### src/hw/rtl/abps_pkg.sv
package abps_pkg;

    localparam int CFG_W = 16;
    localparam int TIME_W = 32;
    localparam int LEVEL_W = 3;
    localparam int COUNT_W = 4;

    typedef enum logic [2:0] {
        KIND_TICK      = 3'd0,
        KIND_SET_LEVEL = 3'd1,
        KIND_ACK       = 3'd2,
        KIND_PLAY      = 3'd3,
        KIND_STOP      = 3'd4,
        KIND_RESET     = 3'd5,
        KIND_AUDIO     = 3'd6,
        KIND_NONE      = 3'd7
    } kind_t;

    typedef enum logic [1:0] {
        CFG_SHORT  = 2'd0,
        CFG_MEDIUM = 2'd1,
        CFG_LONG   = 2'd2,
        CFG_GAP    = 2'd3
    } cfg_idx_t;

    localparam logic [CFG_W-1:0] SHORT_RST  = 16'd100;
    localparam logic [CFG_W-1:0] MEDIUM_RST = 16'd200;
    localparam logic [CFG_W-1:0] LONG_RST   = 16'd500;
    localparam logic [CFG_W-1:0] GAP_RST    = 16'd100;

    localparam logic [LEVEL_W-1:0] LEVEL_NONE     = 3'd0;
    localparam logic [LEVEL_W-1:0] LEVEL_INFO     = 3'd1;
    localparam logic [LEVEL_W-1:0] LEVEL_WARNING  = 3'd2;
    localparam logic [LEVEL_W-1:0] LEVEL_CRITICAL = 3'd3;
    localparam logic [LEVEL_W-1:0] LEVEL_DANGER   = 3'd4;

    localparam logic [TIME_W-1:0] REPEAT_INFO     = 32'd5000;
    localparam logic [TIME_W-1:0] REPEAT_WARNING  = 32'd3000;
    localparam logic [TIME_W-1:0] REPEAT_CRITICAL = 32'd2000;
    localparam logic [TIME_W-1:0] REPEAT_DANGER   = 32'd1000;

    localparam logic [COUNT_W-1:0] BEEPS_INFO     = 4'd1;
    localparam logic [COUNT_W-1:0] BEEPS_WARNING  = 4'd2;
    localparam logic [COUNT_W-1:0] BEEPS_CRITICAL = 4'd3;
    localparam logic [COUNT_W-1:0] BEEPS_DANGER   = 4'd5;
    localparam logic [COUNT_W-1:0] BEEPS_SAT      = 4'd15;

    typedef struct packed {
        logic [CFG_W-1:0] short_beep_ticks;
        logic [CFG_W-1:0] medium_beep_ticks;
        logic [CFG_W-1:0] long_beep_ticks;
        logic [CFG_W-1:0] gap_ticks;
    } cfg_t;

    typedef struct packed {
        kind_t              kind;
        logic [LEVEL_W-1:0] new_level;
        logic [COUNT_W-1:0] beep_number;
        logic [CFG_W-1:0]   beep_ticks;
        logic               audio_on;
    } in_item_t;

    typedef struct packed {
        logic               buzzer;
        logic [LEVEL_W-1:0] level_now;
        logic               acked;
    } out_item_t;

endpackage

### src/hw/rtl/abps_if.sv
interface abps_in_if;
    logic        valid;
    logic        ready;
    logic [2:0]  kind;
    logic [2:0]  new_level;
    logic [3:0]  beep_number;
    logic [15:0] beep_ticks;
    logic        audio_on;

    modport source (output valid, kind, new_level, beep_number, beep_ticks, audio_on,
                    input ready);
    modport sink (input valid, kind, new_level, beep_number, beep_ticks, audio_on,
                  output ready);
endinterface

interface abps_out_if;
    logic       valid;
    logic       ready;
    logic       buzzer;
    logic [2:0] level_now;
    logic       acked;

    modport source (output valid, buzzer, level_now, acked, input ready);
    modport sink (input valid, buzzer, level_now, acked, output ready);
endinterface

### src/hw/rtl/alert_beep_pattern_sequencer_unit.sv
// Beats pass the input register, then the result register. Throughput: one beat per
// cycle unless the output stalls; the state update is a single compare-and-update step.
// While a result beat waits on the output, the input register takes at most one more beat.
// Reset (rst_n low, async): pipeline empty, time and counters zero, level none,
// sound enabled, beep and gap lengths at their default values.
module alert_beep_pattern_sequencer_unit (
    input  logic        clk,
    input  logic        rst_n,
    input  logic        cfg_we,
    input  logic [1:0]  cfg_index,
    input  logic [15:0] cfg_data,
    abps_in_if.sink     in_ch,
    abps_out_if.source  out_ch
);
    import abps_pkg::*;

    cfg_t      cfg;
    in_item_t  s1_item_reg;
    logic      s1_valid_reg;
    out_item_t res;
    out_item_t out_item_reg;
    logic      out_valid_reg;
    logic      advance;
    logic      step_en;

    assign advance     = !out_valid_reg || out_ch.ready;
    assign in_ch.ready = !s1_valid_reg || advance;
    assign step_en     = s1_valid_reg && advance;

    abps_cfg_regs u_cfg (
        .clk       (clk),
        .rst_n     (rst_n),
        .cfg_we    (cfg_we),
        .cfg_index (cfg_index),
        .cfg_data  (cfg_data),
        .cfg       (cfg)
    );

    abps_seq u_seq (
        .clk     (clk),
        .rst_n   (rst_n),
        .step_en (step_en),
        .item    (s1_item_reg),
        .cfg     (cfg),
        .res     (res)
    );

    always_ff @(posedge clk or negedge rst_n)
    begin
        if (!rst_n)
        begin
            s1_valid_reg  <= 1'b0;
            out_valid_reg <= 1'b0;
        end
        else
        begin
            if (in_ch.ready)
                s1_valid_reg <= in_ch.valid;
            if (advance)
                out_valid_reg <= s1_valid_reg;
        end
    end

    always_ff @(posedge clk)
    begin
        if (in_ch.valid && in_ch.ready)
        begin
            s1_item_reg.kind        <= kind_t'(in_ch.kind);
            s1_item_reg.new_level   <= in_ch.new_level;
            s1_item_reg.beep_number <= in_ch.beep_number;
            s1_item_reg.beep_ticks  <= in_ch.beep_ticks;
            s1_item_reg.audio_on    <= in_ch.audio_on;
        end
        if (step_en)
            out_item_reg <= res;
    end

    assign out_ch.valid     = out_valid_reg;
    assign out_ch.buzzer    = out_item_reg.buzzer;
    assign out_ch.level_now = out_item_reg.level_now;
    assign out_ch.acked     = out_item_reg.acked;
endmodule

### src/hw/rtl/abps_cfg_regs.sv
module abps_cfg_regs (
    input  logic                clk,
    input  logic                rst_n,
    input  logic                cfg_we,
    input  logic [1:0]          cfg_index,
    input  logic [15:0]         cfg_data,
    output abps_pkg::cfg_t      cfg
);
    import abps_pkg::*;

    cfg_t cfg_reg;

    always_ff @(posedge clk or negedge rst_n)
    begin
        if (!rst_n)
        begin
            cfg_reg.short_beep_ticks  <= SHORT_RST;
            cfg_reg.medium_beep_ticks <= MEDIUM_RST;
            cfg_reg.long_beep_ticks   <= LONG_RST;
            cfg_reg.gap_ticks         <= GAP_RST;
        end
        else if (cfg_we)
        begin
            unique case (cfg_idx_t'(cfg_index))
                CFG_SHORT:  cfg_reg.short_beep_ticks  <= cfg_data;
                CFG_MEDIUM: cfg_reg.medium_beep_ticks <= cfg_data;
                CFG_LONG:   cfg_reg.long_beep_ticks   <= cfg_data;
                CFG_GAP:    cfg_reg.gap_ticks         <= cfg_data;
                default:    cfg_reg <= cfg_reg;
            endcase
        end
    end

    assign cfg = cfg_reg;
endmodule

### src/hw/rtl/abps_seq.sv
module abps_seq (
    input  logic                 clk,
    input  logic                 rst_n,
    input  logic                 step_en,
    input  abps_pkg::in_item_t   item,
    input  abps_pkg::cfg_t       cfg,
    output abps_pkg::out_item_t  res
);
    import abps_pkg::*;

    logic [TIME_W-1:0]  tick_time_reg, tick_time_next;
    logic [TIME_W-1:0]  mark_time_reg, mark_time_next;
    logic [COUNT_W-1:0] beeps_done_reg, beeps_done_next;
    logic [COUNT_W-1:0] beeps_target_reg, beeps_target_next;
    logic               tone_reg, tone_next;
    logic [LEVEL_W-1:0] level_reg, level_next;
    logic               ack_reg, ack_next;
    logic               sound_reg, sound_next;

    logic [TIME_W-1:0]  now;
    logic [TIME_W-1:0]  elapsed;
    logic [COUNT_W-1:0] lvl_target;
    logic [CFG_W-1:0]   lvl_len;
    logic [TIME_W-1:0]  lvl_repeat;

    always_comb
    begin
        unique case (level_reg)
            LEVEL_INFO:
            begin
                lvl_target = BEEPS_INFO;
                lvl_len    = cfg.short_beep_ticks;
                lvl_repeat = REPEAT_INFO;
            end
            LEVEL_WARNING:
            begin
                lvl_target = BEEPS_WARNING;
                lvl_len    = cfg.medium_beep_ticks;
                lvl_repeat = REPEAT_WARNING;
            end
            LEVEL_CRITICAL:
            begin
                lvl_target = BEEPS_CRITICAL;
                lvl_len    = cfg.medium_beep_ticks;
                lvl_repeat = REPEAT_CRITICAL;
            end
            default:
            begin
                lvl_target = BEEPS_DANGER;
                lvl_len    = cfg.long_beep_ticks;
                lvl_repeat = REPEAT_DANGER;
            end
        endcase
    end

    assign now     = tick_time_reg + 32'd1;
    assign elapsed = now - mark_time_reg;

    always_comb
    begin
        tick_time_next    = tick_time_reg;
        mark_time_next    = mark_time_reg;
        beeps_done_next   = beeps_done_reg;
        beeps_target_next = beeps_target_reg;
        tone_next         = tone_reg;
        level_next        = level_reg;
        ack_next          = ack_reg;
        sound_next        = sound_reg;
        if (step_en)
        begin
            unique case (item.kind)
                KIND_TICK:
                begin
                    tick_time_next = now;
                    if (sound_reg)
                    begin
                        if (level_reg == LEVEL_NONE || ack_reg)
                        begin
                            if (tone_reg)
                            begin
                                tone_next         = 1'b0;
                                beeps_target_next = '0;
                            end
                        end
                        else if (beeps_target_reg == '0)
                        begin
                            if (elapsed >= lvl_repeat)
                            begin
                                beeps_target_next = lvl_target;
                                beeps_done_next   = '0;
                            end
                        end
                        else if (tone_reg)
                        begin
                            if (elapsed >= {16'd0, lvl_len})
                            begin
                                tone_next      = 1'b0;
                                mark_time_next = now;
                                if (beeps_done_reg != BEEPS_SAT)
                                    beeps_done_next = beeps_done_reg + 4'd1;
                            end
                        end
                        else if (elapsed >= {16'd0, cfg.gap_ticks})
                        begin
                            if (beeps_done_reg < beeps_target_reg)
                                tone_next = 1'b1;
                            else
                                beeps_target_next = '0;
                            mark_time_next = now;
                        end
                    end
                end
                KIND_SET_LEVEL:
                begin
                    level_next = (item.new_level > LEVEL_DANGER) ? LEVEL_DANGER
                                                                 : item.new_level;
                    ack_next   = 1'b0;
                end
                KIND_ACK:
                begin
                    ack_next          = 1'b1;
                    tone_next         = 1'b0;
                    beeps_target_next = '0;
                end
                KIND_PLAY:
                begin
                    beeps_target_next = item.beep_number;
                    beeps_done_next   = '0;
                    mark_time_next    = tick_time_reg;
                    if (item.beep_number != '0 && sound_reg)
                        tone_next = 1'b1;
                end
                KIND_STOP:
                begin
                    tone_next         = 1'b0;
                    beeps_target_next = '0;
                end
                KIND_RESET:
                begin
                    level_next        = LEVEL_NONE;
                    ack_next          = 1'b0;
                    tone_next         = 1'b0;
                    beeps_target_next = '0;
                end
                KIND_AUDIO:
                begin
                    sound_next = item.audio_on;
                    if (!item.audio_on)
                    begin
                        tone_next         = 1'b0;
                        beeps_target_next = '0;
                    end
                end
                default:
                begin
                    tone_next = tone_reg;
                end
            endcase
        end
    end

    always_ff @(posedge clk or negedge rst_n)
    begin
        if (!rst_n)
        begin
            tick_time_reg    <= '0;
            mark_time_reg    <= '0;
            beeps_done_reg   <= '0;
            beeps_target_reg <= '0;
            tone_reg         <= 1'b0;
            level_reg        <= LEVEL_NONE;
            ack_reg          <= 1'b0;
            sound_reg        <= 1'b1;
        end
        else
        begin
            tick_time_reg    <= tick_time_next;
            mark_time_reg    <= mark_time_next;
            beeps_done_reg   <= beeps_done_next;
            beeps_target_reg <= beeps_target_next;
            tone_reg         <= tone_next;
            level_reg        <= level_next;
            ack_reg          <= ack_next;
            sound_reg        <= sound_next;
        end
    end

    assign res.buzzer    = tone_next;
    assign res.level_now = level_next;
    assign res.acked     = ack_next;
endmodule

### src/flat_wrapper.sv
// flat-port wrapper written by rule: the top's interface ports become plain ports
module alert_beep_pattern_sequencer_unit_flat import abps_pkg::*;
  (clk, rst_n, cfg_we, cfg_index, cfg_data, in_ch_valid, in_ch_kind, in_ch_new_level, in_ch_beep_number, in_ch_beep_ticks, in_ch_audio_on, in_ch_ready, out_ch_valid, out_ch_buzzer, out_ch_level_now, out_ch_acked, out_ch_ready);
  abps_in_if in_ch_i ();
  abps_out_if out_ch_i ();
  input  logic clk;
  input  logic rst_n;
  input  logic cfg_we;
  input  logic [1:0] cfg_index;
  input  logic [15:0] cfg_data;
  input wire logic [$bits(in_ch_i.valid)-1:0] in_ch_valid;
  input wire logic [$bits(in_ch_i.kind)-1:0] in_ch_kind;
  input wire logic [$bits(in_ch_i.new_level)-1:0] in_ch_new_level;
  input wire logic [$bits(in_ch_i.beep_number)-1:0] in_ch_beep_number;
  input wire logic [$bits(in_ch_i.beep_ticks)-1:0] in_ch_beep_ticks;
  input wire logic [$bits(in_ch_i.audio_on)-1:0] in_ch_audio_on;
  output wire logic [$bits(in_ch_i.ready)-1:0] in_ch_ready;
  output wire logic [$bits(out_ch_i.valid)-1:0] out_ch_valid;
  output wire logic [$bits(out_ch_i.buzzer)-1:0] out_ch_buzzer;
  output wire logic [$bits(out_ch_i.level_now)-1:0] out_ch_level_now;
  output wire logic [$bits(out_ch_i.acked)-1:0] out_ch_acked;
  input wire logic [$bits(out_ch_i.ready)-1:0] out_ch_ready;
  assign in_ch_i.valid = in_ch_valid;
  assign in_ch_i.kind = in_ch_kind;
  assign in_ch_i.new_level = in_ch_new_level;
  assign in_ch_i.beep_number = in_ch_beep_number;
  assign in_ch_i.beep_ticks = in_ch_beep_ticks;
  assign in_ch_i.audio_on = in_ch_audio_on;
  assign in_ch_ready = in_ch_i.ready;
  assign out_ch_valid = out_ch_i.valid;
  assign out_ch_buzzer = out_ch_i.buzzer;
  assign out_ch_level_now = out_ch_i.level_now;
  assign out_ch_acked = out_ch_i.acked;
  assign out_ch_i.ready = out_ch_ready;
  alert_beep_pattern_sequencer_unit u_core (.clk(clk), .rst_n(rst_n), .cfg_we(cfg_we), .cfg_index(cfg_index), .cfg_data(cfg_data), .in_ch(in_ch_i), .out_ch(out_ch_i));
endmodule
### config.mk
export PLATFORM = sky130hd
export DESIGN_NAME = alert_beep_pattern_sequencer_unit_flat
export DESIGN_NICKNAME = d
export VERILOG_FILES = /design/src/hw/rtl/abps_pkg.sv /design/src/hw/rtl/abps_if.sv /design/src/hw/rtl/alert_beep_pattern_sequencer_unit.sv /design/src/hw/rtl/abps_cfg_regs.sv /design/src/hw/rtl/abps_seq.sv /design/src/flat_wrapper.sv
export SDC_FILE = /design/constraint.sdc
export NUM_CORES = 1
export LEC_CHECK = 0
export BUFFER_PORTS_ARGS = -buffer_cell sky130_fd_sc_hd__buf_2
export CAP_MARGIN = 20
export CORE_MARGIN = 2
export CORE_UTILIZATION = 60
export CTS_BUF_LIST = sky130_fd_sc_hd__clkbuf_8
export CTS_CLUSTER_SIZE = 10
export DETAILED_ROUTE_END_ITERATION = 12
export PLACE_DENSITY = 0.78
export SLEW_MARGIN = 5
export SYNTH_ARGS = -nofsm -noshare
export SYNTH_HDL_FRONTEND = slang
export SYNTH_HIERARCHICAL = 1
export SYNTH_SLANG_ARGS = --single-unit
### constraint.sdc
create_clock -name clk -period 6.75 [get_ports clk]
set_clock_uncertainty 0.15 [all_clocks]
set_input_delay 1.0125 -clock clk [delete_from_list [all_inputs] [get_ports clk]]
set_output_delay 1.0125 -clock clk [all_outputs]
set_load 0.005 [all_outputs]
* Word-level counts from Yosys, hierarchy flattened
Cells that the tools add are included.
** Storage, ports and cells
- Register bits :: 160
- Input port bits :: 50
- Output and inout port bits :: 7
- Word-level logic and storage cells :: 128
** Operators by class
- Add/sub/neg operators :: 3
- $lt $le $gt $ge :: 5
- Equal/unequal tests :: 28
- Multiplexer cells :: 44
- Reduce and logical (&&, ||, !) cells :: 27
** Operators by type and width (number)
- $mux 32 :: 6
- $ge 32x16->1 :: 2
- $mux 4 :: 16
- $pmux 32 s2 :: 1
- $pmux 13 s3 :: 1
- $add 32x1->32 const B :: 1
- $ge 32x32->1 :: 1
- $pmux 16 s2 :: 1
- $sub 32x32->32 :: 1
- $ne 3x3->1 const B :: 7
- $ne 4x4->1 const B :: 5
- $pmux 4 s4 :: 1
- $eq 3x2->1 const B :: 4
- $reduce_and 2->1 :: 6
- $mux 1 :: 11
- $eq 3x3->1 const B :: 3
- $pmux 3 s3 :: 1
- $reduce_and 9->1 :: 1
- $ne 2x2->1 const B :: 4
- $pmux 4 s2 :: 1
- $reduce_and 8->1 :: 1
- $reduce_bool 4->1 :: 2
- $reduce_and 7->1 :: 1
- $eq 3x1->1 const B :: 2
- 18 further kinds :: 27

* Longest topological paths before layout
Gate-level depths: netlist of the first run.
- Depth after elaboration :: 11
- Depth in mapped cells :: 26
- Gate-level depth less buffers :: 23

* Hierarchy
The synthesis of the first run kept the hierarchy.
** By module, submodules not included
- abps_seq :: instances 1, cells each 926, area an instance 7607.3 sq um, sequential area each 1953.1 sq um
- abps_cfg_regs :: instances 1, cells each 136, area an instance 2429.8 sq um, sequential area each 1620.3 sq um
- alert_beep_pattern_sequencer_unit :: instances 1, cells each 40, area an instance 1064.8 sq um, sequential area each 1011.0 sq um

* Worst setup path before layout of the first run
Ideal clock, no wire load.
- Path type :: reg-to-reg
- From :: register u_core.u_seq.tick_time_reg[0]
- To :: register u_core.out_item_reg, in the netlist u_core/out_ch.buzzer, data pin
- Setup time :: 0.126 ns
- Arrival time :: 4.601 ns
- Data required time :: 6.474 ns
- Slack :: 1.873 ns
- Stages on the path, launching flop included :: 22
- Buffers on the path :: 2
- Period minus slack after synthesis :: 4.877 ns
- Path through :: dfrtp_1 ha_1 nand4_1 nor2_1 nand3_1 nor3_1 and3_1 nand3_1 xnor2_1 ha_1 clkbuf_1 a21o_1 a31oi_1 o221ai_1 a221o_1 a21oi_1 xnor2_1 nor2_1 nand2_1 or4b_1 a31oi_1 buf_4
** On the way
- Longest elaborated chain between the ends :: 10
- Elaborated cells between the ends (all ways) :: 12
- Classes of those cells :: 2 x add/sub; 2 x order compare; 8 x mux
** Ends and longest elaborated chain
- start: declaration :: RTL line abps_seq.sv:11 : logic [TIME_W-1:0] tick_time_reg, tick_time_next;
- start signal: assignment :: RTL line abps_seq.sv:177 : tick_time_reg <= tick_time_next;
- $add 32x1->32 * :: RTL line abps_seq.sv:56 : assign now = tick_time_reg + 32'd1;
- via u_core.u_seq.now[26] :: RTL line abps_seq.sv:20 : logic [TIME_W-1:0] now;
- $sub 32x32->32 * :: RTL line abps_seq.sv:57 : assign elapsed = now - mark_time_reg;
- $ge 32x16->1 (on tied branches) :: RTL line abps_seq.sv:103, abps_seq.sv:95
- $mux 1 (on tied branches) :: RTL line abps_seq.sv:103, abps_seq.sv:95
- $mux 1 * :: RTL line abps_seq.sv:93 : else if (tone_reg)
- $mux 1 * :: RTL line abps_seq.sv:85 : else if (beeps_target_reg == '0)
- $mux 1 * :: RTL line abps_seq.sv:77 : if (level_reg == LEVEL_NONE || ack_reg)
- $mux 1 * :: RTL line abps_seq.sv:75 : if (sound_reg)
- $pmux 1 s4 * :: RTL line abps_seq.sv:71 : unique case (item.kind)
- $mux 1 * :: RTL line abps_seq.sv:69 : if (step_en)
- via u_core.u_seq.tone_next :: RTL line abps_seq.sv:15 : logic tone_reg, tone_next;
- end signal: assignment :: RTL line alert_beep_pattern_sequencer_unit.sv:75 : out_item_reg <= res;
- end: declaration :: RTL line alert_beep_pattern_sequencer_unit.sv:21 : out_item_t out_item_reg;
The timed path passes the listed nets; every way through them passes the cells marked *.
A chain may end at the register's enable or synchronous reset.

* Worst setup path in the final report of the first run
- From :: register u_core.u_seq.tick_time_reg[0]
- To :: register u_core.u_seq.mark_time_reg[31]
** On the way
- Elaborated cells between the ends (all ways) :: 14
- Classes of those cells :: 2 x add/sub; 2 x order compare; 2 x eq/ne; 7 x mux; 1 x reduce/logical
** RTL lines
- $add 32x1->32 * :: RTL line abps_seq.sv:56
- via u_core.u_seq.now[14] :: RTL line abps_seq.sv:20
- $sub 32x32->32 * :: RTL line abps_seq.sv:57
- $ge 32x16->1 (on tied branches) :: RTL line abps_seq.sv:95, abps_seq.sv:103
- $ne 3x3->1 (no line)
- $reduce_and 7->1 (no line) *
- end signal: assignment :: RTL line abps_seq.sv:178 : mark_time_reg <= mark_time_next;
- end: declaration :: RTL line abps_seq.sv:12 : logic [TIME_W-1:0] mark_time_reg, mark_time_next;
The timed path passes the listed nets; every way through them passes the cells marked *. The select of a mux whose other input is x is not followed.

==> impl_metrics.py, run 1 <==
metrics = {
    "power": {
        "p_leak_nw": 5.11,
        "p_total_mw": 3.94,
        "p_comb_frac": 0.503,
        "seqPwrFrac": 0.307,
        "switching_share": 0.417,
        "p_switching_mw": 1.64,
        "power.density_nw_per_um2": 349,
        "internal_power_mw": 2.30,
        "vdd_drop_max_mv": 0.216,
        "pwr-share-clk": 0.190,
    },
    "synthesis": {
        "synthCells": 1086,
        "yosys_warnings": 6,
        "synth_nets": 1212,
        "avgSynthCellArea_sq_um": 9.78,
        "syn-cell-area_sq_um": 10600,
    },
    "detailed_routing": {
        "avgViaCountPerCell": 5.97,
        "postRouteAntennaNets": 0,
        "wl_met2_microns": 11300,
        "routedWlPerCell_microns": 17.2,
        "top_layer": "met4",
        "wl_met1_microns": 10200,
        "dr.pass1.iters": 5,
        "drt_iter0_drc": 460,
        "drcViolationCount": 0,
        "wl_met3_microns": 815,
        "wl_microns": 22900,
        "vias": 7946,
    },
    "sta": {
        "max_slew_margin": 0.372,
        "fin_setup_tns_ns": 0,
        "setup_ws_ns": 0.546,
        "finalCritPeriodShare": 0.919,
        "clock.fmax_mhz": 161,
        "worst_slew_pin_slew_ns": 0.941,
        "finalSetupViolations": 0,
        "slew_viol_final": 0,
        "fin_crit_ns": 6.20,
        "hold_violations": 0,
        "rsz0062_at_grt": "no",
    },
    "critical_path": {
        "worstPathArrival_ns": 6.40,
        "end_kind": "flip-flop",
        "worstPathMaxFanout": 14,
        "critical_path_buf_inv_count": 2,
        "worstPathCellList": "ha_1 -> nand4_1 -> or3_1 -> nor2_1 -> xor2_1 -> ha_1 -> nand2_1 -> nor2_1 -> nand2_1 -> o21ai_1 -> xnor2_1 -> inv_1 -> ha_1 -> nand4_1 -> nor2_1 -> a211oi_1 -> nand2_1 -> nor2_1 -> o21ai_0 -> o311a_2 -> buf_4 -> mux2_1",
        "cp.required_ns": 6.95,
        "cp-start-kind": "flip-flop",
        "slowest_delay_ns": 0.51,
        "slowest_stage": "or3_1",
        "critical_path_class": "flip-flop to flip-flop",
        "cpMostUsedCell": "nor2_1",
        "cp_top_family": "simple AND/OR/NAND/NOR gates",
    },
    "floorplan": {
        "initial_core_util": 0.614,
        "coreArea_sq_um": 17300,
        "io_pins": 57,
        "fp.dieW_microns": 137,
        "die_h_microns": 137,
        "rows": 48,
        "die_area_sq_um": 18800,
    },
    "final_layout": {
        "final_common_cell": "dfrtp_1",
        "synthToLayoutAreaGrowth_pct": 6.40,
        "drive_above_1_share": 0.171,
        "largest_reg_flops": 64,
        "antennaDiodeCount": 0,
        "nNetsFinal": 1219,
        "final_cell_count_no_fill": 1331,
        "mostFrequentLayoutCells": "dfrtp_1 (128), nand2_1 (101), ha_1 (75)",
        "finalInstanceArea_sq_um": 11300,
    },
    "clock_network": {
        "cts_tree": "built",
        "cts_resized": 0,
        "clock_path_buffers": 2,
        "h-tree-depth": 4,
        "root_buffer": "clkbuf_8",
        "cts_setup_buffers": 0,
        "cts.clk_slew.worst_paths_ns": 0.10,
        "numCtsBuffers": 17,
        "clock_sinks": 160,
        "clk_latency_ns": 0.48,
        "ctsHoldBuffers": 0,
    },
    "outcome": {
        "status": "complete, no violations",
    },
    "place": {
        "hpwl_microns": 16400,
        "placed_area_sq_um": 10900,
        "gp_congestion": 0.945,
        "post-place-cells": 1299,
        "io_buffers": 40,
        "pre_cts_slack_ns": 0.776,
    },
    "global_routing": {
        "grt_pass1_vias": 7777,
        "grt_use_total": 0.258,
        "antenna_found_initial": 0,
        "grt_first_pass_wirelength_microns": 38000,
        "grt_overflow": 0,
        "grt_max_degree": 87,
    },
    "flow_run": {
        "cap_viol_max_count": 0,
    },
    "min_path": {
        "min_path_type": "flip-flop to flip-flop",
    },
}
## worst register-to-register path: stages (launching register included)
cell      delay [ns]
dfrtp_1         0.46
ha_1            0.29
nand4_1         0.26
or3_1           0.51
nor2_1          0.23
xor2_1          0.11
ha_1            0.45
nand2_1         0.15
nor2_1          0.25
nand2_1         0.09
o21ai_1         0.37
xnor2_1         0.26
inv_1           0.13
ha_1            0.33
nand4_1         0.13
nor2_1          0.08
a211oi_1        0.49
nand2_1         0.11
nor2_1          0.12
o21ai_0         0.10
o311a_2         0.43
buf_4           0.24
mux2_1          0.34
## power by group through the flow
stage               sequential, mW  combinational (mW)  clock [mW]
global placement              1.22                1.84           0
detailed placement            1.23                1.93           0
floorplan                     1.20                1.49           0
CTS                           1.21                1.96       0.764
global route                  1.23                2.23       0.797
finish                        1.21                1.98       0.748
## path summary, 6_finish.rpt
kind	from	to	slack, ns	depth (start not counted)
setup / recovery	u_core/u_seq/tick_time_reg[0]	u_core/u_seq/mark_time_reg[31]	0.55	22
hold / removal	u_core/u_seq/tick_time_reg[30]	u_core/u_seq/tick_time_reg[30]	0.33	1
setup reg to reg	u_core/u_seq/tick_time_reg[0]	u_core/u_seq/mark_time_reg[31]	0.55	22
hold reg to reg	u_core/u_seq/tick_time_reg[30]	u_core/u_seq/tick_time_reg[30]	0.33	1
max in group asynchronous	rst_n	u_core/u_seq/tick_time_reg[5]	4.79	2
min in group asynchronous	rst_n	u_core/u_seq/tick_time_reg[23]	0.42	1
## metal layers
layer  vias to the layer above  GRT usage
li1                       3807          -
met1                      3897      0.329
met2                       193      0.434
met4                         0      0.105
met5                         -          0
met3                        49     0.0441
## per-stage QoR
| stage | util | hold WS [ns] |
|---|---|---|
| after global routing | 0.653 | 0.341 |
| after floorplan | - | 0.295 |
| after CTS | 0.653 | 0.329 |
| after detailed placement | 0.629 | 0.314 |
| after global placement | 0.629 | 0.310 |
| final | 0.653 | 0.329 |
## layout make-up
type / count / area (sq um)
clock inverter: 15 / 195
tap: 225 / 282
clock buffer: 17 / 234
fill: 1401 / 6000
sequential: 160 / 4100
inverter: 67 / 251
timing repair buffer: 49 / 274
multi-input combinational: 798 / 5960
Power figures use the tool's default switching activity.
==> run 2, diff against run 1 <==
--- a/config.mk
+++ b/config.mk
@@ -12,7 +12,7 @@
 export CTS_BUF_LIST = sky130_fd_sc_hd__clkbuf_8
 export CTS_CLUSTER_SIZE = 10
 export DETAILED_ROUTE_END_ITERATION = 12
-export PLACE_DENSITY = 0.78
+export PLACE_DENSITY = 0.89
 export SLEW_MARGIN = 5
 export SYNTH_ARGS = -nofsm -noshare
 export SYNTH_HDL_FRONTEND = slang
==> run 2 against run 1 <==
Clock-buffer cell count unchanged. Die area stayed put. Cell count is essentially flat. Power decreased by 0.15%. Largest power group unchanged.
==> impl_metrics.py, run 2 (synthesis gave the netlist of run 1 again) <==
metrics = {
    "outcome": {
        "status": "complete, no violations",
    },
    "critical_path": {
        "r2r-start": "u_core/u_seq/tick_time_reg[0]",
        "cp.required_ns": 6.98,
        "cp-start-kind": "flip-flop",
        "reg2regPathDepth": 22,
        "worstPathArrival_ns": 6.40,
        "r2r-end": "u_core/u_seq/mark_time_reg[18]",
        "reg2reg_slack_ns": 0.58,
        "critical_path_class": "flip-flop to flip-flop",
        "end_kind": "flip-flop",
        "worstPathMaxFanout": 17,
    },
    "power": {
        "seqPwrFrac": 0.309,
        "p_comb_frac": 0.507,
        "vdd_drop_max_mv": 0.283,
        "p_leak_nw": 5.12,
        "switching_share": 0.416,
        "power.density_nw_per_um2": 348,
        "p_switching_mw": 1.64,
        "pwr-share-clk": 0.184,
        "internal_power_mw": 2.30,
    },
    "detailed_routing": {
        "postRouteAntennaNets": 0,
        "routedWlPerCell_microns": 17.4,
        "vias": 8208,
        "dr.pass1.iters": 5,
        "avgViaCountPerCell": 6.17,
        "wl_microns": 23200,
        "drcViolationCount": 0,
        "drt_iter0_drc": 675,
    },
    "flow_run": {
        "cap_viol_max_count": 0,
    },
    "sta": {
        "finalCritPeriodShare": 0.914,
        "clock.fmax_mhz": 162,
        "slew_viol_final": 0,
        "hold_violations": 0,
        "rsz0062_at_grt": "no",
        "worst_slew_pin_slew_ns": 0.950,
        "fin_setup_tns_ns": 0,
        "finalSetupViolations": 0,
        "max_slew_margin": 0.361,
        "fin_crit_ns": 6.17,
    },
    "final_layout": {
        "synthToLayoutAreaGrowth_pct": 6.37,
        "nNetsFinal": 1218,
        "mostFrequentLayoutCells": "dfrtp_1 (128), nand2_1 (101), ha_1 (75)",
        "drive_above_1_share": 0.170,
        "utilization": 0.653,
        "finalInstanceArea_sq_um": 11300,
        "final_common_cell": "dfrtp_1",
        "antennaDiodeCount": 0,
        "final_cell_count_no_fill": 1330,
        "largest_reg_flops": 64,
        "fill_cells": 1321,
    },
    "clock_network": {
        "ctsHoldBuffers": 0,
        "clock_path_buffers": 2,
        "clk_latency_ns": 0.48,
        "cts_tree": "built",
        "h-tree-depth": 4,
        "clock_sinks": 160,
        "cts_resized": 0,
        "cts.clk_slew.worst_paths_ns": 0.09,
        "root_buffer": "clkbuf_8",
        "numCtsBuffers": 17,
        "cts_setup_buffers": 0,
    },
    "place": {
        "post-place-cells": 1298,
        "placed_area_sq_um": 10900,
        "io_buffers": 40,
        "gp_congestion": 0.914,
        "hpwl_microns": 16200,
    },
    "floorplan": {
        "die_h_microns": 137,
        "initial_core_util": 0.614,
        "rows": 48,
        "io_pins": 57,
        "coreArea_sq_um": 17300,
        "die_area_sq_um": 18800,
        "fp.dieW_microns": 137,
    },
    "global_routing": {
        "top_usage_layer": "met2",
        "antenna_found_initial": 0,
        "globalRouteMet1Util": 0.329,
        "met3_usage": 0.0600,
        "grt_overflow": 0,
        "grt_max_degree": 89,
        "met2_usage": 0.447,
        "grt_pass1_vias": 8386,
        "grt_first_pass_wirelength_microns": 39300,
        "grt_use_total": 0.266,
    },
    "min_path": {
        "min_path_type": "flip-flop to flip-flop",
        "worstHoldStart": "u_core/u_seq/tick_time_reg[30]",
        "hold_path_depth": 1,
        "hold-path-endpoint": "u_core/u_seq/tick_time_reg[30]",
    },
}
## run 2: cell types whose count changed in the layout (fill, tap and decap cells not counted)
cell,change
o21ai_2,+1
buf_4,-2
inv_1,+1
o311a_4,+1
inv_6,+2
o21ai_1,-1
clkinv_4,-2
o311a_2,-1
clkinv_8,-2
buf_12,+1
clkinvlp_4,+1
## run 2: layout make-up
type / instances / area (sq um) / share of cell area
well taps: 225 / 282 / 0.0249
clock inverters: 15 / 174 / 0.0154
multi-input cells: 798 / 5970 / 0.529
flip-flops and latches: 160 / 4100 / 0.363
clock buffers: 17 / 234 / 0.0207
inverters: 67 / 251 / 0.0223
repair buffers: 48 / 279 / 0.0247
## run 2: worst max-delay path, cell delays in order (launching register included)
cell and delay, ns:
dfrtp_1 0.48, ha_1 0.30, nand4_1 0.29, or3_1 0.53, nor2_1 0.22, xor2_1 0.11, ha_1 0.42, nand2_1 0.13
nor2_1 0.26, nand2_1 0.11, o21ai_2 0.29, xnor2_1 0.26, inv_1 0.13, ha_1 0.32, nand4_1 0.12, a211oi_1 0.21
o41ai_1 0.11, o21ai_0 0.42, nor2_1 0.09, o21ai_0 0.24, o311a_4 0.43, buf_12 0.23, mux2i_1 0.23
## run 2: power groups by stage
stage | logic [mW] | registers (mW) | clock network, mW
after CTS | 1.95 | 1.22 | 0.740
final | 2.00 | 1.22 | 0.722
after global routing | 2.24 | 1.24 | 0.781
after global placement | 1.83 | 1.22 | 0
after floorplan | 1.49 | 1.20 | 0
after detailed placement | 1.92 | 1.23 | 0
## run 2: stage by stage
stage / hold WS, ns / worst slack, ns / power [mW]
2_1_floorplan: 0.295 / 1.87 / 2.69
3_3_place_gp: 0.308 / 0.781 / 3.05
3_5_place_dp: 0.338 / 0.605 / 3.15
4_1_cts: 0.354 / 0.492 / 3.91
5_1_grt: 0.380 / 0.148 / 4.26
6_report: 0.353 / 0.582 / 3.94
## run 2: worst max-delay path by stage
stage	startpoint	end	slack (ns)
global placement	u_core/u_seq/tick_time_reg[0]	u_core/u_seq/mark_time_reg[5]	0.78
finish	u_core/u_seq/tick_time_reg[0]	u_core/u_seq/mark_time_reg[18]	0.58
detailed placement	u_core/u_seq/tick_time_reg[0]	u_core/u_seq/mark_time_reg[18]	0.60
global route	u_core/u_seq/tick_time_reg[0]	u_core/u_seq/mark_time_reg[19]	0.15
floorplan	u_core/u_seq/tick_time_reg[0]	u_core/out_ch.buzzer	1.87
CTS	u_core/u_seq/tick_time_reg[0]	u_core/u_seq/mark_time_reg[18]	0.49
## run 2: per-layer routing
metal | vias to the layer above | wire [microns]
met5 | - | 0
met4 | 0 | 654
met3 | 63 | 1250
met2 | 301 | 11500
met1 | 4032 | 9740
li1 | 3812 | -
==> run 3, diff against run 2 <==
--- a/config.mk
+++ b/config.mk
@@ -5,11 +5,12 @@
 export SDC_FILE = /design/constraint.sdc
 export NUM_CORES = 1
 export LEC_CHECK = 0
+export ABC_AREA = 1
 export BUFFER_PORTS_ARGS = -buffer_cell sky130_fd_sc_hd__buf_2
-export CAP_MARGIN = 20
 export CORE_MARGIN = 2
 export CORE_UTILIZATION = 60
 export CTS_BUF_LIST = sky130_fd_sc_hd__clkbuf_8
+export CTS_CLUSTER_DIAMETER = 40
 export CTS_CLUSTER_SIZE = 10
 export DETAILED_ROUTE_END_ITERATION = 12
 export PLACE_DENSITY = 0.89
==> run 3 against run 2 <==
Via count up 35%. Largest cell class unchanged. Critical path type unchanged. Largest power group unchanged. Clock power increased by 8.0%. Critical endpoint unchanged. Clock-buffer cell count did not move.
==> impl_metrics.py, run 3 <==
metrics = {
    "outcome": {
        "status": "complete, no violations",
    },
    "clock_network": {
        "clk_latency_ns": 0.49,
        "numCtsBuffers": 17,
        "h-tree-depth": 4,
        "cts_tree": "built",
        "cts_setup_buffers": 0,
        "ctsHoldBuffers": 0,
        "clock_path_buffers": 2,
        "root_buffer": "clkbuf_8",
        "clock_sinks": 160,
        "cts.clk_slew.worst_paths_ns": 0.10,
        "cts_resized": 0,
    },
    "synthesis": {
        "synth_nets": 1824,
        "syn-cell-area_sq_um": 11700,
        "yosys_warnings": 6,
        "avgSynthCellArea_sq_um": 6.87,
        "synthCells": 1698,
    },
    "sta": {
        "setup_ws_ns": 1.11,
        "finalCritPeriodShare": 0.835,
        "hold_violations": 0,
        "fin_crit_ns": 5.64,
        "rsz0062_at_grt": "no",
        "clock.fmax_mhz": 177,
        "fin_setup_tns_ns": 0,
        "finalSetupViolations": 0,
        "worst_slew_pin_slew_ns": 0.977,
        "slew_viol_final": 0,
        "max_slew_margin": 0.349,
    },
    "power": {
        "seqPwrFrac": 0.250,
        "pwr-share-clk": 0.150,
        "vdd_drop_max_mv": 0.215,
        "power.density_nw_per_um2": 418,
        "p_switching_mw": 2.64,
        "p_comb_frac": 0.600,
        "p_leak_nw": 6.63,
        "internal_power_mw": 2.56,
        "switching_share": 0.508,
    },
    "critical_path": {
        "cp-start-kind": "flip-flop",
        "critical_path_class": "flip-flop to flip-flop",
        "slowest_delay_ns": 0.47,
        "end_kind": "flip-flop",
        "worstPathArrival_ns": 5.88,
        "worstPathMaxFanout": 64,
        "cpMostUsedCell": "nand2_1",
        "cp.required_ns": 7.00,
        "slowest_stage": "dfrtp_1",
    },
    "detailed_routing": {
        "drt_iter0_drc": 901,
        "drcViolationCount": 0,
        "dr.pass1.iters": 6,
        "routedWlPerCell_microns": 14.8,
        "postRouteAntennaNets": 0,
        "vias": 11100,
        "avgViaCountPerCell": 5.56,
        "wl_microns": 29500,
    },
    "flow_run": {
        "cap_viol_max_count": 0,
    },
    "final_layout": {
        "nNetsFinal": 1843,
        "final_common_cell": "nand2_1",
        "finalInstanceArea_sq_um": 12400,
        "antennaDiodeCount": 0,
        "largest_reg_flops": 64,
        "synthToLayoutAreaGrowth_pct": 6.76,
        "mostFrequentLayoutCells": "nand2_1 (609), inv_1 (268), dfrtp_1 (128)",
        "drive_above_1_share": 0.0757,
    },
    "place": {
        "hpwl_microns": 21100,
        "gp_congestion": 0.966,
        "pre_cts_slack_ns": 1.40,
        "io_buffers": 40,
        "placed_area_sq_um": 12000,
    },
    "global_routing": {
        "grt_overflow": 0,
        "grt_max_degree": 75,
        "grt_first_pass_wirelength_microns": 49300,
        "grt_pass1_vias": 10600,
        "antenna_found_initial": 0,
        "grt_use_total": 0.299,
    },
    "floorplan": {
        "fp.dieW_microns": 143,
        "initial_core_util": 0.617,
        "die_area_sq_um": 20600,
        "rows": 50,
        "coreArea_sq_um": 18900,
        "io_pins": 57,
        "die_h_microns": 143,
    },
    "min_path": {
        "min_path_type": "flip-flop to flip-flop",
    },
}
## run 3: cell types whose count changed in the layout (fill, tap and decap cells not counted), sizes merged, moves of 33 or more
| cell | previous run | this run |
|---|---|---|
| nand3 | 32 | 84 |
| nor2 | 70 | 113 |
| nand2 | 101 | 619 |
| inv | 74 | 275 |
| xnor2 | 69 | 0 |
| o21ai | 60 | 93 |
| mux2 | 69 | 0 |
| nand4 | 15 | 63 |
## run 3: final timing paths
kind                                                from                             end  slack (ns)  cells after the start
setup reg to reg           u_core/u_seq/tick_time_reg[0]  u_core/u_seq/mark_time_reg[18]        1.11                     30
min in group asynchronous                          rst_n  u_core/u_seq/mark_time_reg[23]        0.36                      1
hold reg to reg                     u_core/u_cfg/cfg[18]            u_core/u_cfg/cfg[18]        0.32                      2
setup / recovery           u_core/u_seq/tick_time_reg[0]  u_core/u_seq/mark_time_reg[18]        1.11                     30
max in group asynchronous                          rst_n            u_core/u_cfg/cfg[63]        4.65                      2
hold / removal                      u_core/u_cfg/cfg[18]            u_core/u_cfg/cfg[18]        0.32                      2
## run 3: final cells by class
cell class	count	area, sq um
tap	260	325
timing repair buffer	46	251
multi-input combinational	1220	6300
clock inverter	15	210
inverter	272	1020
clock buffer	17	234
fill	1616	6440
sequential	160	4100
## run 3: worst max-delay path: cells and delay by family (launching register included)
family | cells | cell delay [ns]
adders and majority gates | 3 | 0.90
AOI/OAI and AO/OA | 4 | 0.81
xor gates and xnor gates | 1 | 0.37
buffers and inverters | 4 | 0.28
and+or+nand+nor | 18 | 2.52
DFF | 1 | 0.47
## run 3: metrics by stage
step | hold WS [ns] | utilization | std cells | power, mW
after floorplan | 0.292 | - | 1698 | 3.54
after global placement | 0.301 | 0.635 | 1958 | 4.13
after detailed placement | 0.303 | 0.635 | 1958 | 4.27
after CTS | 0.319 | 0.659 | 1990 | 5.13
after global routing | 0.340 | 0.659 | 1990 | 5.71
final | 0.319 | 0.659 | 1990 | 5.21
## run 3: per-layer routing
layer / track usage / share of wire / vias to the layer above
met5: 0 / 0 / -
met4: 0.133 / 0.029 / 0
met3: 0.0550 / 0.069 / 74
met2: 0.492 / 0.47 / 445
met1: 0.386 / 0.43 / 5105
li1: - / - / 5448
## run 3: power by group through the flow
stage / sequential (mW) / clock, mW / combinational (mW)
floorplan: 1.28 / 0 / 2.26
global placement: 1.31 / 0 / 2.83
detailed placement: 1.32 / 0 / 2.95
CTS: 1.30 / 0.791 / 3.04
global route: 1.33 / 0.831 / 3.56
finish: 1.30 / 0.780 / 3.13
